<file path="src/hdl/pfdc_pkg.sv">
// ----------------------------------------------------------------------------
// pfdc_pkg: shared types and constants for the pwm capture block
// Sizes, function codes, divider operations and the controller/datapath
// command and status records.
// ----------------------------------------------------------------------------
package pfdc_pkg;

  // block sizes
  localparam int CHANNELS     = 6;
  localparam int AVG_DEPTH    = 2;
  localparam int EDGES_NEEDED = 2;

  // field widths
  localparam int STAMP_W = 32;
  localparam int CHAN_W  = 3;
  localparam int DUTY_W  = 7;
  localparam int FUNC_W  = 2;

  // derived widths
  localparam int CHI_W  = (CHANNELS > 1) ? $clog2(CHANNELS) : 1;
  localparam int POS_W  = (AVG_DEPTH > 1) ? $clog2(AVG_DEPTH) : 1;
  localparam int FILL_W = $clog2(AVG_DEPTH + 1);
  localparam int SUM_W  = STAMP_W + $clog2(AVG_DEPTH);
  // 100 * high + period - 1 needs 40 bits
  localparam int DIV_W  = 40;
  localparam int CNT_W  = $clog2(DIV_W + 1);

  // register reset and duty limits
  localparam logic [STAMP_W-1:0] TIMER_PERIOD_RESET = 32'd80000000;
  localparam int DUTY_MIN = 2;
  localparam int DUTY_MAX = 99;

  typedef enum logic [FUNC_W-1:0] {
    FUNC_START   = 2'd0,
    FUNC_EDGE    = 2'd1,
    FUNC_TIMEOUT = 2'd2
  } func_t;

  typedef enum logic [1:0] {
    DIV_FREQ,
    DIV_DUTY,
    DIV_AVG_F,
    DIV_AVG_D
  } div_op_t;

  typedef struct packed {
    logic    load_in;
    logic    open_win;
    logic    record_fall;
    logic    record_rise;
    logic    close_win;
    logic    calc_span;
    logic    calc_scale;
    logic    div_start;
    div_op_t div_op;
    logic    push;
    logic    sum_init;
    logic    sum_step;
    logic    sum_duty;
    logic    emit_timeout;
    logic    emit_result;
  } cmd_t;

  typedef struct packed {
    logic [FUNC_W-1:0] func;
    logic              chan_ok;
    logic              rising;
    logic              win_open;
    logic              rise_last;
    logic              period_zero;
    logic              div_done;
    logic              sum_f_done;
    logic              sum_d_done;
    logic              duty_empty;
  } status_t;

endpackage

</file>
<file path="src/hdl/pfdc_div.sv">
// ----------------------------------------------------------------------------
// pfdc_div: shared iterative divider
// Restoring division, one quotient bit per cycle.
// ----------------------------------------------------------------------------
module pfdc_div (
  input  logic                       clk,
  input  logic                       rst,
  input  logic                       start,
  input  logic [pfdc_pkg::DIV_W-1:0] dividend,
  input  logic [31:0]                divisor,
  output logic                       done,
  output logic [pfdc_pkg::DIV_W-1:0] quotient
);

  logic                       busy;
  logic [pfdc_pkg::CNT_W-1:0] cnt;
  logic [31:0]                rem;
  logic [31:0]                dsr;
  logic [pfdc_pkg::DIV_W-1:0] quo;
  logic [32:0]                rs;
  logic [32:0]                trial;
  logic                       ge;

  // one restoring step
  always_comb begin
    rs    = {rem, quo[pfdc_pkg::DIV_W-1]};
    trial = rs - {1'b0, dsr};
    ge    = (rs >= {1'b0, dsr});
  end

  // step counter and done pulse
  always_ff @(posedge clk) begin
    if (rst) begin
      busy <= 1'b0;
      done <= 1'b0;
      cnt  <= '0;
    end else begin
      if (start) begin
        busy <= 1'b1;
        done <= 1'b0;
        cnt  <= pfdc_pkg::CNT_W'(pfdc_pkg::DIV_W);
      end else if (busy) begin
        cnt  <= cnt - 1'b1;
        busy <= (cnt != pfdc_pkg::CNT_W'(1));
        done <= (cnt == pfdc_pkg::CNT_W'(1));
      end else begin
        done <= 1'b0;
      end
    end
  end

  // remainder and quotient shift
  always_ff @(posedge clk) begin
    if (start) begin
      quo <= dividend;
      rem <= '0;
      dsr <= divisor;
    end else if (busy) begin
      rem <= ge ? trial[31:0] : rs[31:0];
      quo <= {quo[pfdc_pkg::DIV_W-2:0], ge};
    end
  end

  assign quotient = quo;

endmodule

</file>
<file path="src/hdl/pfdc_datapath.sv">
// ----------------------------------------------------------------------------
// pfdc_datapath: capture state, arithmetic and histories
// Holds the window state, edge stamps, per-channel averaging histories,
// the shared divider and the result register.
// ----------------------------------------------------------------------------
module pfdc_datapath (
  input  logic                           clk,
  input  logic                           rst,
  input  pfdc_pkg::cmd_t                 cmd,
  output pfdc_pkg::status_t              status,
  input  logic                           cfg_we,
  input  logic [pfdc_pkg::STAMP_W-1:0]   cfg_data,
  input  logic [39:0]                    in_tdata,
  input  logic [2:0]                     in_tuser,
  output logic [47:0]                    out_tdata,
  output logic [0:0]                     out_tuser
);

  // register
  logic [31:0] timer_period;

  // captured input word
  logic [1:0]  in_func;
  logic [2:0]  in_channel;
  logic        in_rising;
  logic [31:0] in_stamp;

  // window state
  logic        window_open;
  logic [2:0]  active_channel;
  logic [1:0]  rise_count;
  logic [31:0] prev_rise_stamp;
  logic [31:0] last_rise_stamp;
  logic [31:0] last_fall_stamp;

  // measurement
  logic [pfdc_pkg::CHI_W-1:0]  res_ch;
  logic [31:0]                 period;
  logic [31:0]                 high_time;
  logic [pfdc_pkg::DIV_W-1:0]  h100;
  logic [pfdc_pkg::DIV_W-1:0]  pm1;
  logic [pfdc_pkg::DIV_W-1:0]  hx;
  logic [31:0]                 f_val;
  logic [6:0]                  d_val;
  logic                        duty_ok;
  logic [31:0]                 avg_f;
  logic [6:0]                  avg_d;

  // histories
  logic [31:0] freq_hist [pfdc_pkg::CHANNELS][pfdc_pkg::AVG_DEPTH];
  logic [6:0]  duty_hist [pfdc_pkg::CHANNELS][pfdc_pkg::AVG_DEPTH];
  logic [pfdc_pkg::FILL_W-1:0] freq_fill [pfdc_pkg::CHANNELS];
  logic [pfdc_pkg::FILL_W-1:0] duty_fill [pfdc_pkg::CHANNELS];
  logic [pfdc_pkg::POS_W-1:0]  freq_pos  [pfdc_pkg::CHANNELS];
  logic [pfdc_pkg::POS_W-1:0]  duty_pos  [pfdc_pkg::CHANNELS];

  // averaging sum
  logic [pfdc_pkg::SUM_W-1:0]  acc;
  logic [pfdc_pkg::FILL_W-1:0] idx;
  logic [pfdc_pkg::FILL_W-1:0] sel_fill;
  logic [31:0]                 entry;

  // divider
  logic [pfdc_pkg::DIV_W-1:0]  dividend;
  logic [31:0]                 divisor;
  logic                        div_done;
  logic [pfdc_pkg::DIV_W-1:0]  quotient;
  pfdc_pkg::div_op_t           op_q;

  // result register
  logic [2:0]  out_channel;
  logic [31:0] out_freq;
  logic [6:0]  out_duty;
  logic        out_timed_out;

  // wrap-corrected distance from b to a
  function automatic logic [31:0] span(input logic [31:0] a, input logic [31:0] b,
                                       input logic [31:0] tp);
    logic [32:0] s;
    s = {1'b0, a} + {1'b0, tp};
    if (a >= b) begin
      return a - b;
    end
    return (s > {1'b0, b}) ? 32'(s - {1'b0, b}) : '0;
  endfunction

  // ring position advance
  function automatic logic [pfdc_pkg::POS_W-1:0] pos_step(
    input logic [pfdc_pkg::POS_W-1:0] p);
    logic [pfdc_pkg::POS_W:0] n;
    n = {1'b0, p} + 1'b1;
    return (n >= (pfdc_pkg::POS_W + 1)'(pfdc_pkg::AVG_DEPTH)) ? '0 :
           n[pfdc_pkg::POS_W-1:0];
  endfunction

  // timer period register
  always_ff @(posedge clk) begin
    if (rst) begin
      timer_period <= pfdc_pkg::TIMER_PERIOD_RESET;
    end else if (cfg_we) begin
      timer_period <= cfg_data;
    end
  end

  // input word capture
  always_ff @(posedge clk) begin
    if (cmd.load_in) begin
      in_func    <= in_tuser[1:0];
      in_rising  <= in_tuser[2];
      in_channel <= in_tdata[2:0];
      in_stamp   <= in_tdata[34:3];
    end
  end

  // window and edge stamps
  always_ff @(posedge clk) begin
    if (rst) begin
      window_open     <= 1'b0;
      active_channel  <= '0;
      rise_count      <= '0;
      prev_rise_stamp <= '0;
      last_rise_stamp <= '0;
      last_fall_stamp <= '0;
    end else begin
      if (cmd.open_win) begin
        window_open    <= 1'b1;
        active_channel <= in_channel;
        rise_count     <= '0;
      end
      if (cmd.record_fall) begin
        last_fall_stamp <= in_stamp;
      end
      if (cmd.record_rise) begin
        prev_rise_stamp <= last_rise_stamp;
        last_rise_stamp <= in_stamp;
        rise_count      <= rise_count + 2'd1;
      end
      if (cmd.close_win) begin
        window_open <= 1'b0;
      end
    end
  end

  // period, high time, scaled numerator
  assign hx = pfdc_pkg::DIV_W'(high_time);

  always_ff @(posedge clk) begin
    if (cmd.calc_span) begin
      period    <= span(last_rise_stamp, prev_rise_stamp, timer_period);
      high_time <= span(last_fall_stamp, prev_rise_stamp, timer_period);
      res_ch    <= ({1'b0, active_channel} < 4'(pfdc_pkg::CHANNELS)) ?
                   active_channel[pfdc_pkg::CHI_W-1:0] : '0;
    end
    if (cmd.calc_scale) begin
      // x100 as 64 + 32 + 4
      h100    <= (hx << 6) + (hx << 5) + (hx << 2);
      pm1     <= pfdc_pkg::DIV_W'(period) - pfdc_pkg::DIV_W'(1);
      f_val   <= '1;
      duty_ok <= 1'b0;
      avg_d   <= '0;
    end
    if (div_done) begin
      unique case (op_q)
        pfdc_pkg::DIV_FREQ: f_val <= quotient[31:0];
        pfdc_pkg::DIV_DUTY: begin
          d_val   <= quotient[6:0];
          duty_ok <= (quotient >= pfdc_pkg::DIV_W'(pfdc_pkg::DUTY_MIN)) &&
                     (quotient <= pfdc_pkg::DIV_W'(pfdc_pkg::DUTY_MAX));
        end
        pfdc_pkg::DIV_AVG_F: avg_f <= quotient[31:0];
        pfdc_pkg::DIV_AVG_D: avg_d <= quotient[6:0];
        default: ;
      endcase
    end
  end

  // divider operand select
  always_comb begin
    unique case (cmd.div_op)
      pfdc_pkg::DIV_FREQ: begin
        dividend = pfdc_pkg::DIV_W'(timer_period);
        divisor  = period;
      end
      pfdc_pkg::DIV_DUTY: begin
        dividend = h100 + pm1;
        divisor  = period;
      end
      pfdc_pkg::DIV_AVG_F: begin
        dividend = pfdc_pkg::DIV_W'(acc);
        divisor  = 32'(freq_fill[res_ch]);
      end
      default: begin
        dividend = pfdc_pkg::DIV_W'(acc);
        divisor  = 32'(duty_fill[res_ch]);
      end
    endcase
  end

  always_ff @(posedge clk) begin
    if (cmd.div_start) begin
      op_q <= cmd.div_op;
    end
  end

  pfdc_div u_div (
    .clk      (clk),
    .rst      (rst),
    .start    (cmd.div_start),
    .dividend (dividend),
    .divisor  (divisor),
    .done     (div_done),
    .quotient (quotient)
  );

  // history entries
  always_ff @(posedge clk) begin
    if (cmd.push) begin
      freq_hist[res_ch][freq_pos[res_ch]] <= f_val;
      if (duty_ok) begin
        duty_hist[res_ch][duty_pos[res_ch]] <= d_val;
      end
    end
  end

  // history positions and fill counts
  always_ff @(posedge clk) begin
    if (rst) begin
      for (int c = 0; c < pfdc_pkg::CHANNELS; c++) begin
        freq_fill[c] <= '0;
        duty_fill[c] <= '0;
        freq_pos[c]  <= '0;
        duty_pos[c]  <= '0;
      end
    end else if (cmd.push) begin
      freq_pos[res_ch] <= pos_step(freq_pos[res_ch]);
      if (freq_fill[res_ch] < pfdc_pkg::FILL_W'(pfdc_pkg::AVG_DEPTH)) begin
        freq_fill[res_ch] <= freq_fill[res_ch] + 1'b1;
      end
      if (duty_ok) begin
        duty_pos[res_ch] <= pos_step(duty_pos[res_ch]);
        if (duty_fill[res_ch] < pfdc_pkg::FILL_W'(pfdc_pkg::AVG_DEPTH)) begin
          duty_fill[res_ch] <= duty_fill[res_ch] + 1'b1;
        end
      end
    end
  end

  // sum of filled entries, one per cycle
  always_comb begin
    sel_fill = cmd.sum_duty ? duty_fill[res_ch] : freq_fill[res_ch];
    entry    = cmd.sum_duty ? 32'(duty_hist[res_ch][idx[pfdc_pkg::POS_W-1:0]]) :
               freq_hist[res_ch][idx[pfdc_pkg::POS_W-1:0]];
  end

  always_ff @(posedge clk) begin
    if (cmd.sum_init) begin
      acc <= '0;
      idx <= '0;
    end else if (cmd.sum_step && (idx != sel_fill)) begin
      acc <= acc + pfdc_pkg::SUM_W'(entry);
      idx <= idx + 1'b1;
    end
  end

  // result register
  always_ff @(posedge clk) begin
    if (cmd.emit_timeout) begin
      out_channel   <= active_channel;
      out_freq      <= '0;
      out_duty      <= '0;
      out_timed_out <= 1'b1;
    end else if (cmd.emit_result) begin
      out_channel   <= 3'(res_ch);
      out_freq      <= avg_f;
      out_duty      <= avg_d;
      out_timed_out <= 1'b0;
    end
  end

  assign out_tdata = {6'b0, out_duty, out_freq, out_channel};
  assign out_tuser = out_timed_out;

  // status to controller
  always_comb begin
    status.func        = in_func;
    status.chan_ok     = ({1'b0, in_channel} < 4'(pfdc_pkg::CHANNELS));
    status.rising      = in_rising;
    status.win_open    = window_open;
    status.rise_last   = (2'(rise_count + 2'd1) >= 2'(pfdc_pkg::EDGES_NEEDED));
    status.period_zero = (period == '0);
    status.div_done    = div_done;
    status.sum_f_done  = (idx == freq_fill[res_ch]);
    status.sum_d_done  = (idx == duty_fill[res_ch]);
    status.duty_empty  = (duty_fill[res_ch] == '0);
  end

endmodule

</file>
<file path="src/hdl/pfdc_ctrl.sv">
// ----------------------------------------------------------------------------
// pfdc_ctrl: measurement sequencer
// Decodes each word, then for a finished window steps the datapath through span,
// up to four divides, history update, averaging and result hand-off.
// ----------------------------------------------------------------------------
module pfdc_ctrl (
  input  logic               clk,
  input  logic               rst,
  input  logic               s_valid,
  output logic               s_ready,
  input  logic               m_ready,
  output logic               m_valid,
  input  pfdc_pkg::status_t  status,
  output pfdc_pkg::cmd_t     cmd
);

  typedef enum logic [3:0] {
    ST_IDLE,
    ST_DECODE,
    ST_TIMEOUT,
    ST_SPAN,
    ST_SCALE,
    ST_DIV_F,
    ST_WAIT_F,
    ST_DIV_D,
    ST_WAIT_D,
    ST_PUSH,
    ST_SUM_F,
    ST_WAIT_AF,
    ST_SUM_D,
    ST_WAIT_AD,
    ST_EMIT
  } state_t;

  state_t state;
  state_t state_next;
  logic   out_free;

  assign out_free = !m_valid || m_ready;

  // next state and commands
  always_comb begin
    state_next = state;
    cmd        = '0;
    cmd.div_op = pfdc_pkg::DIV_FREQ;
    s_ready    = 1'b0;
    unique case (state)
      ST_IDLE: begin
        s_ready = 1'b1;
        if (s_valid) begin
          cmd.load_in = 1'b1;
          state_next  = ST_DECODE;
        end
      end
      ST_DECODE: begin
        state_next = ST_IDLE;
        priority if (status.func == pfdc_pkg::FUNC_START) begin
          cmd.open_win = status.chan_ok;
        end else if (status.func == pfdc_pkg::FUNC_TIMEOUT && status.win_open) begin
          cmd.close_win = 1'b1;
          state_next    = ST_TIMEOUT;
        end else if (status.func == pfdc_pkg::FUNC_EDGE && status.win_open) begin
          if (status.rising) begin
            cmd.record_rise = 1'b1;
            if (status.rise_last) begin
              cmd.close_win = 1'b1;
              state_next    = ST_SPAN;
            end
          end else begin
            cmd.record_fall = 1'b1;
          end
        end else begin
          state_next = ST_IDLE;
        end
      end
      ST_TIMEOUT: begin
        if (out_free) begin
          cmd.emit_timeout = 1'b1;
          state_next       = ST_IDLE;
        end
      end
      ST_SPAN: begin
        cmd.calc_span = 1'b1;
        state_next    = ST_SCALE;
      end
      ST_SCALE: begin
        cmd.calc_scale = 1'b1;
        state_next     = status.period_zero ? ST_PUSH : ST_DIV_F;
      end
      ST_DIV_F: begin
        cmd.div_start = 1'b1;
        cmd.div_op    = pfdc_pkg::DIV_FREQ;
        state_next    = ST_WAIT_F;
      end
      ST_WAIT_F: begin
        if (status.div_done) begin
          state_next = ST_DIV_D;
        end
      end
      ST_DIV_D: begin
        cmd.div_start = 1'b1;
        cmd.div_op    = pfdc_pkg::DIV_DUTY;
        state_next    = ST_WAIT_D;
      end
      ST_WAIT_D: begin
        if (status.div_done) begin
          state_next = ST_PUSH;
        end
      end
      ST_PUSH: begin
        cmd.push     = 1'b1;
        cmd.sum_init = 1'b1;
        state_next   = ST_SUM_F;
      end
      ST_SUM_F: begin
        if (status.sum_f_done) begin
          cmd.div_start = 1'b1;
          cmd.div_op    = pfdc_pkg::DIV_AVG_F;
          state_next    = ST_WAIT_AF;
        end else begin
          cmd.sum_step = 1'b1;
        end
      end
      ST_WAIT_AF: begin
        if (status.div_done) begin
          if (status.duty_empty) begin
            state_next = ST_EMIT;
          end else begin
            cmd.sum_init = 1'b1;
            state_next   = ST_SUM_D;
          end
        end
      end
      ST_SUM_D: begin
        cmd.sum_duty = 1'b1;
        if (status.sum_d_done) begin
          cmd.div_start = 1'b1;
          cmd.div_op    = pfdc_pkg::DIV_AVG_D;
          state_next    = ST_WAIT_AD;
        end else begin
          cmd.sum_step = 1'b1;
        end
      end
      ST_WAIT_AD: begin
        if (status.div_done) begin
          state_next = ST_EMIT;
        end
      end
      ST_EMIT: begin
        if (out_free) begin
          cmd.emit_result = 1'b1;
          state_next      = ST_IDLE;
        end
      end
      default: state_next = ST_IDLE;
    endcase
  end

  // state and output valid
  always_ff @(posedge clk) begin
    if (rst) begin
      state   <= ST_IDLE;
      m_valid <= 1'b0;
    end else begin
      state <= state_next;
      if (cmd.emit_timeout || cmd.emit_result) begin
        m_valid <= 1'b1;
      end else if (m_ready) begin
        m_valid <= 1'b0;
      end
    end
  end

endmodule

</file>
<file path="src/hdl/pwm_frequency_duty_capture.sv">
// ----------------------------------------------------------------------------
// pwm_frequency_duty_capture: pwm frequency and duty measurement
// Start, falling edge, first rising edge and ignored words are handled in decode;
//   a timeout also waits for the output register to be free.
// A second rising edge runs four passes through the shared divider and the
//   history sums; fewer divides when the period is zero (no frequency or duty
//   divide) or the duty history is empty (no duty average); one word at a time.
// Reset (rst, synchronous) closes the window, empties all histories and
//   reloads timer_period with 80000000; history contents are not cleared.
// ----------------------------------------------------------------------------
module pwm_frequency_duty_capture (
  input  logic        clk,
  input  logic        rst,
  // input words
  input  logic        s_axis_tvalid,
  output logic        s_axis_tready,
  input  logic [39:0] s_axis_tdata,   // channel[2:0], stamp[34:3], zero fill
  input  logic [2:0]  s_axis_tuser,   // func[1:0], rising[2]
  // result words
  output logic        m_axis_tvalid,
  input  logic        m_axis_tready,
  output logic [47:0] m_axis_tdata,   // out_channel[2:0], frequency[34:3],
                                      // duty_percent[41:35], zero fill
  output logic [0:0]  m_axis_tuser,   // timed_out[0]
  // timer_period write
  input  logic        cfg_valid,
  output logic        cfg_ready,
  input  logic [31:0] cfg_data
);

  pfdc_pkg::cmd_t    cmd;
  pfdc_pkg::status_t status;

  // register writes are always taken
  assign cfg_ready = 1'b1;

  pfdc_ctrl u_ctrl (
    .clk     (clk),
    .rst     (rst),
    .s_valid (s_axis_tvalid),
    .s_ready (s_axis_tready),
    .m_ready (m_axis_tready),
    .m_valid (m_axis_tvalid),
    .status  (status),
    .cmd     (cmd)
  );

  pfdc_datapath u_datapath (
    .clk       (clk),
    .rst       (rst),
    .cmd       (cmd),
    .status    (status),
    .cfg_we    (cfg_valid & cfg_ready),
    .cfg_data  (cfg_data),
    .in_tdata  (s_axis_tdata),
    .in_tuser  (s_axis_tuser),
    .out_tdata (m_axis_tdata),
    .out_tuser (m_axis_tuser)
  );

endmodule

</file>
<file path="config.mk">
export PLATFORM = sky130hd
export DESIGN_NAME = pwm_frequency_duty_capture
export DESIGN_NICKNAME = d
export VERILOG_FILES = /design/src/hdl/pfdc_pkg.sv /design/src/hdl/pfdc_div.sv /design/src/hdl/pfdc_datapath.sv /design/src/hdl/pfdc_ctrl.sv /design/src/hdl/pwm_frequency_duty_capture.sv
export SDC_FILE = /design/constraint.sdc
export NUM_CORES = 2
export LEC_CHECK = 0
export BUFFER_PORTS_ARGS = -buffer_cell sky130_fd_sc_hd__buf_2
export CORE_MARGIN = 2
export CORE_UTILIZATION = 65
export DETAILED_ROUTE_END_ITERATION = 16
export HOLD_SLACK_MARGIN = 0.06
export PLACE_DENSITY_LB_ADDON = 0.25
export SYNTH_ARGS = -nofsm -noshare
export SYNTH_HDL_FRONTEND = slang
export SYNTH_SLANG_ARGS = --single-unit
</file>
<file path="constraint.sdc">
create_clock -name clk -period 17.84 [get_ports clk]
set_input_delay 0.892 -clock clk [delete_from_list [all_inputs] [get_ports clk]]
set_output_delay 0.892 -clock clk [all_outputs]
set_load 0.1 [all_outputs]
</file>
==> run metrics <==
count leader, synth edfxtp_1; Hold Crit Class in2reg; Leakage 0.0248 uW; power per cell area roughly 100 nW/um2; Synth Area in Simple Gates 0.118; total power between 6000 and 7000 uW; All-Layer GR Usage 0.360; Iter 0 DRT Violations a little over 5000; compound-gate portion of the synthesized area 0.156; Worst Hold Path EP u_datapath.in_stamp[18]; R2R Path End u_datapath.period[10]; Total Wirelength around 170000 um; root buffer cell clkbuf_16; hold path depth 1; grt ovf 0; Synth Flop Type edfxtp_1; DIE AREA 94500 um2; max-cap viol count 0; Mean Syn Cell Area ~11 um2; Post-CTS Hold Fix Bufs 0; Hold Path Origin s_axis_tdata[21]; grt peak-use layer met2; post-CTS sizing 0; via density per instance approximately 6.6; Worst-Margin Slew between 1 and 1.5 ns; FF-to-FF path depth 20; setup TNS 0 ns; clock sink count around 1100; Worst-Skew Late Latency approximately 0.73 ns; Cells after Synth approximately 5400; Setup Fix Bufs, Post-CTS 0; CP Data Required Time 18.41 ns; Remaining DRCs 0; commonest cells in the netlist 808 x edfxtp_1, 548 x nand2_1, 527 x a21oi_1; post-synthesis xor/xnor area fraction 0.0483; crit end category flip-flop; largest net degree at the start of global routing 95; Chip Height ~310 um; final net count a little under 6000; First-pass DRT Iterations 8; Bufs on Longest Clock Path 3; fin crit share 0.372; Die X 307 um; dpl cells 6582; utilization after layout 0.717; largest family of logic cells by synthesized area compound AO/OA/AOI/OAI gates; Adder-Cell Fraction of Synth Area 0.0787; I/O Pins 132; final setup violation count 0; Mapped Area about 60000 um2; number of global-route vias before repair 42900; worst clock skew 0.0338 ns; post-synthesis mux area share 0.0673; global-route wire length before repair around 260000 um; Max Clk Rate 151 MHz; Final Non-Filler Cells approximately 6800; Final ANT Viol Nets 0; I/O Buffers 119; setup repair after global routing missed its margin no; Synth area leaders edfxtp_1 41%, dfxtp_1 9.9%, ha_1 7.5%; CP Launch Type flip-flop; global placer's final weighted congestion 1.01; CP startpoint u_datapath.timer_period[0]; Num CTS Buffers 110; initial antenna violation count 10; share of cells above drive strength 1 0.105; top cell type by total area after synthesis edfxtp_1; Synth Register Bits roughly 1100; H-tree depth 3; Rel. slew slack 0.187; Synth top area share 0.405; post-synthesis sequential area ratio 0.505; YS warnings 0; Worst EP arrival around 7.2 ns; GR Util met3 0.0685; met1 usage 0.433; maximum VDD drop approximately 0.086 mV; # rows between 100 and 150; Cell variety after synth 91; CTS tree yes; worst r2r src u_datapath.timer_period[0]; core area roughly 90000 um2; DR vias ~45000; status finished, final reports clean; routing usage on met2 0.586; Initial Util 0.655; fin. max-slew vios 0; maximum fanout along the worst path 32; setup slack, reg-to-reg approximately 11 ns; Hold Fails Final Rpt 0; Post-synth EDFFs roughly 800; critical setup path kind reg2reg; fin crit period 6.63 ns; Area growth, synth to finish 9.52%; DP HPWL around 120000 um; Reg clk slew, reported paths around 0.060 ns; FFs w/ async S/R, synth 0; drt wl/cell approximately 25 um
==> where the power goes <==
group / switching [uW] / internal, uW
Sequential: 203 / 2960
Clock: 1020 / 1420
Combinational: 627 / 458
Total: 1850 / 4840
==> logic make-up (layout without fill, tap and decap cells) <==
kind of cell | count (synthesis) | in the layout
other | 2 | 15
flip-flops | 1105 | 1105
multiplexers | 231 | 231
AO/OA/AOI/OAI | 1449 | 1449
buffers and inverters | 412 | 563
XOR/XNOR | 330 | 330
adder cells (fa/ha/maj) | 370 | 370
AND/OR/NAND/NOR | 1550 | 1550
==> worst max path at each step <==
| stage | to | depth (start not counted) |
|---|---|---|
| global placement | u_datapath.period[23] | 20 |
| finish | u_datapath.period[10] | 20 |
| detailed placement | u_datapath.period[10] | 20 |
| CTS | u_datapath.period[10] | 20 |
| floorplan | flip-flop | 4 |
| global route | u_datapath.period[8] | 20 |
==> metal layers <==
layer	vias up	share of wire
li1	20500	-
met1	21400	0.37
met2	2186	0.47
met3	520	0.086
met4	8	0.080
met5	-	0.00035
==> layout make-up <==
cell class	count	area, um2
Sequential cell	1105	30200
Timing Repair Buffer	174	1020
Clock buffer	159	3260
Fill cell	6376	25800
Inverter	180	676
Antenna cell	8	20.0
Clock inverter	50	634
Tap cell	1186	1480
Multi-Input combinational cell	3937	28200
==> critical path, stage by stage (launching register included) <==
cell,delay (ns)
dfxtp_1,0.60
ha_1,0.33
inv_1,0.08
fa_1,0.43
nor2b_1,0.18
o31a_1,0.22
o21ai_0,0.22
a2111o_1,0.50
a31oi_1,0.28
nor2_1,0.14
o31ai_1,0.50
xor2_1,0.18
ha_1,0.41
nand4_1,0.13
or2_2,0.35
a211oi_1,0.34
nor2_1,0.13
o21ai_0,0.18
o41ai_1,0.16
a31oi_4,0.78
a22o_1,0.32
==> layout by cell type (no fill, tap or decap), types with 40 or more instances in the layout <==
master     count
a211oi_1      57
a21o_1       171
a31oi_1       48
a22o_1        60
edfxtp_1     808
nor2b_1       47
a21oi_1      526
o21bai_1      44
buf_2        118
inv_1        177
o21ai_0      216
clkbuf_16    113
nand3_1      108
buf_4         55
and3_1        43
nand4_1       42
xnor2_1      217
nor3_1        87
mux4_2       136
ha_1         359
nor2_1       434
nand2_1      547
dfxtp_1      292
mux2i_1       84
nand2b_1      54
xor2_1       113
o21a_1        66
and2_1        40
==> state kept, by name, indices dropped and copies added (netlist names), 33 cells and up, named ones only <==
| register | cells |
|---|---|
| u_datapath.u_div.quotient | 40 |
| u_datapath.pm1 | 33 |
| u_datapath.duty_hist | 84 |
| u_datapath.acc | 33 |
| u_datapath.freq_hist | 384 |
| u_datapath.h100 | 38 |
==> per-stage QoR <==
stage	setup slack, ns	hold WS (ns)	cell area [um2]
CTS	11.37	0.312	65500
detailed placement	11.45	0.438	61600
finish	11.21	0.344	65500
global placement	11.39	0.429	61600
global route	10.74	0.313	65500
floorplan	11.52	0.432	59900
(Power assumes the default switching activity.)
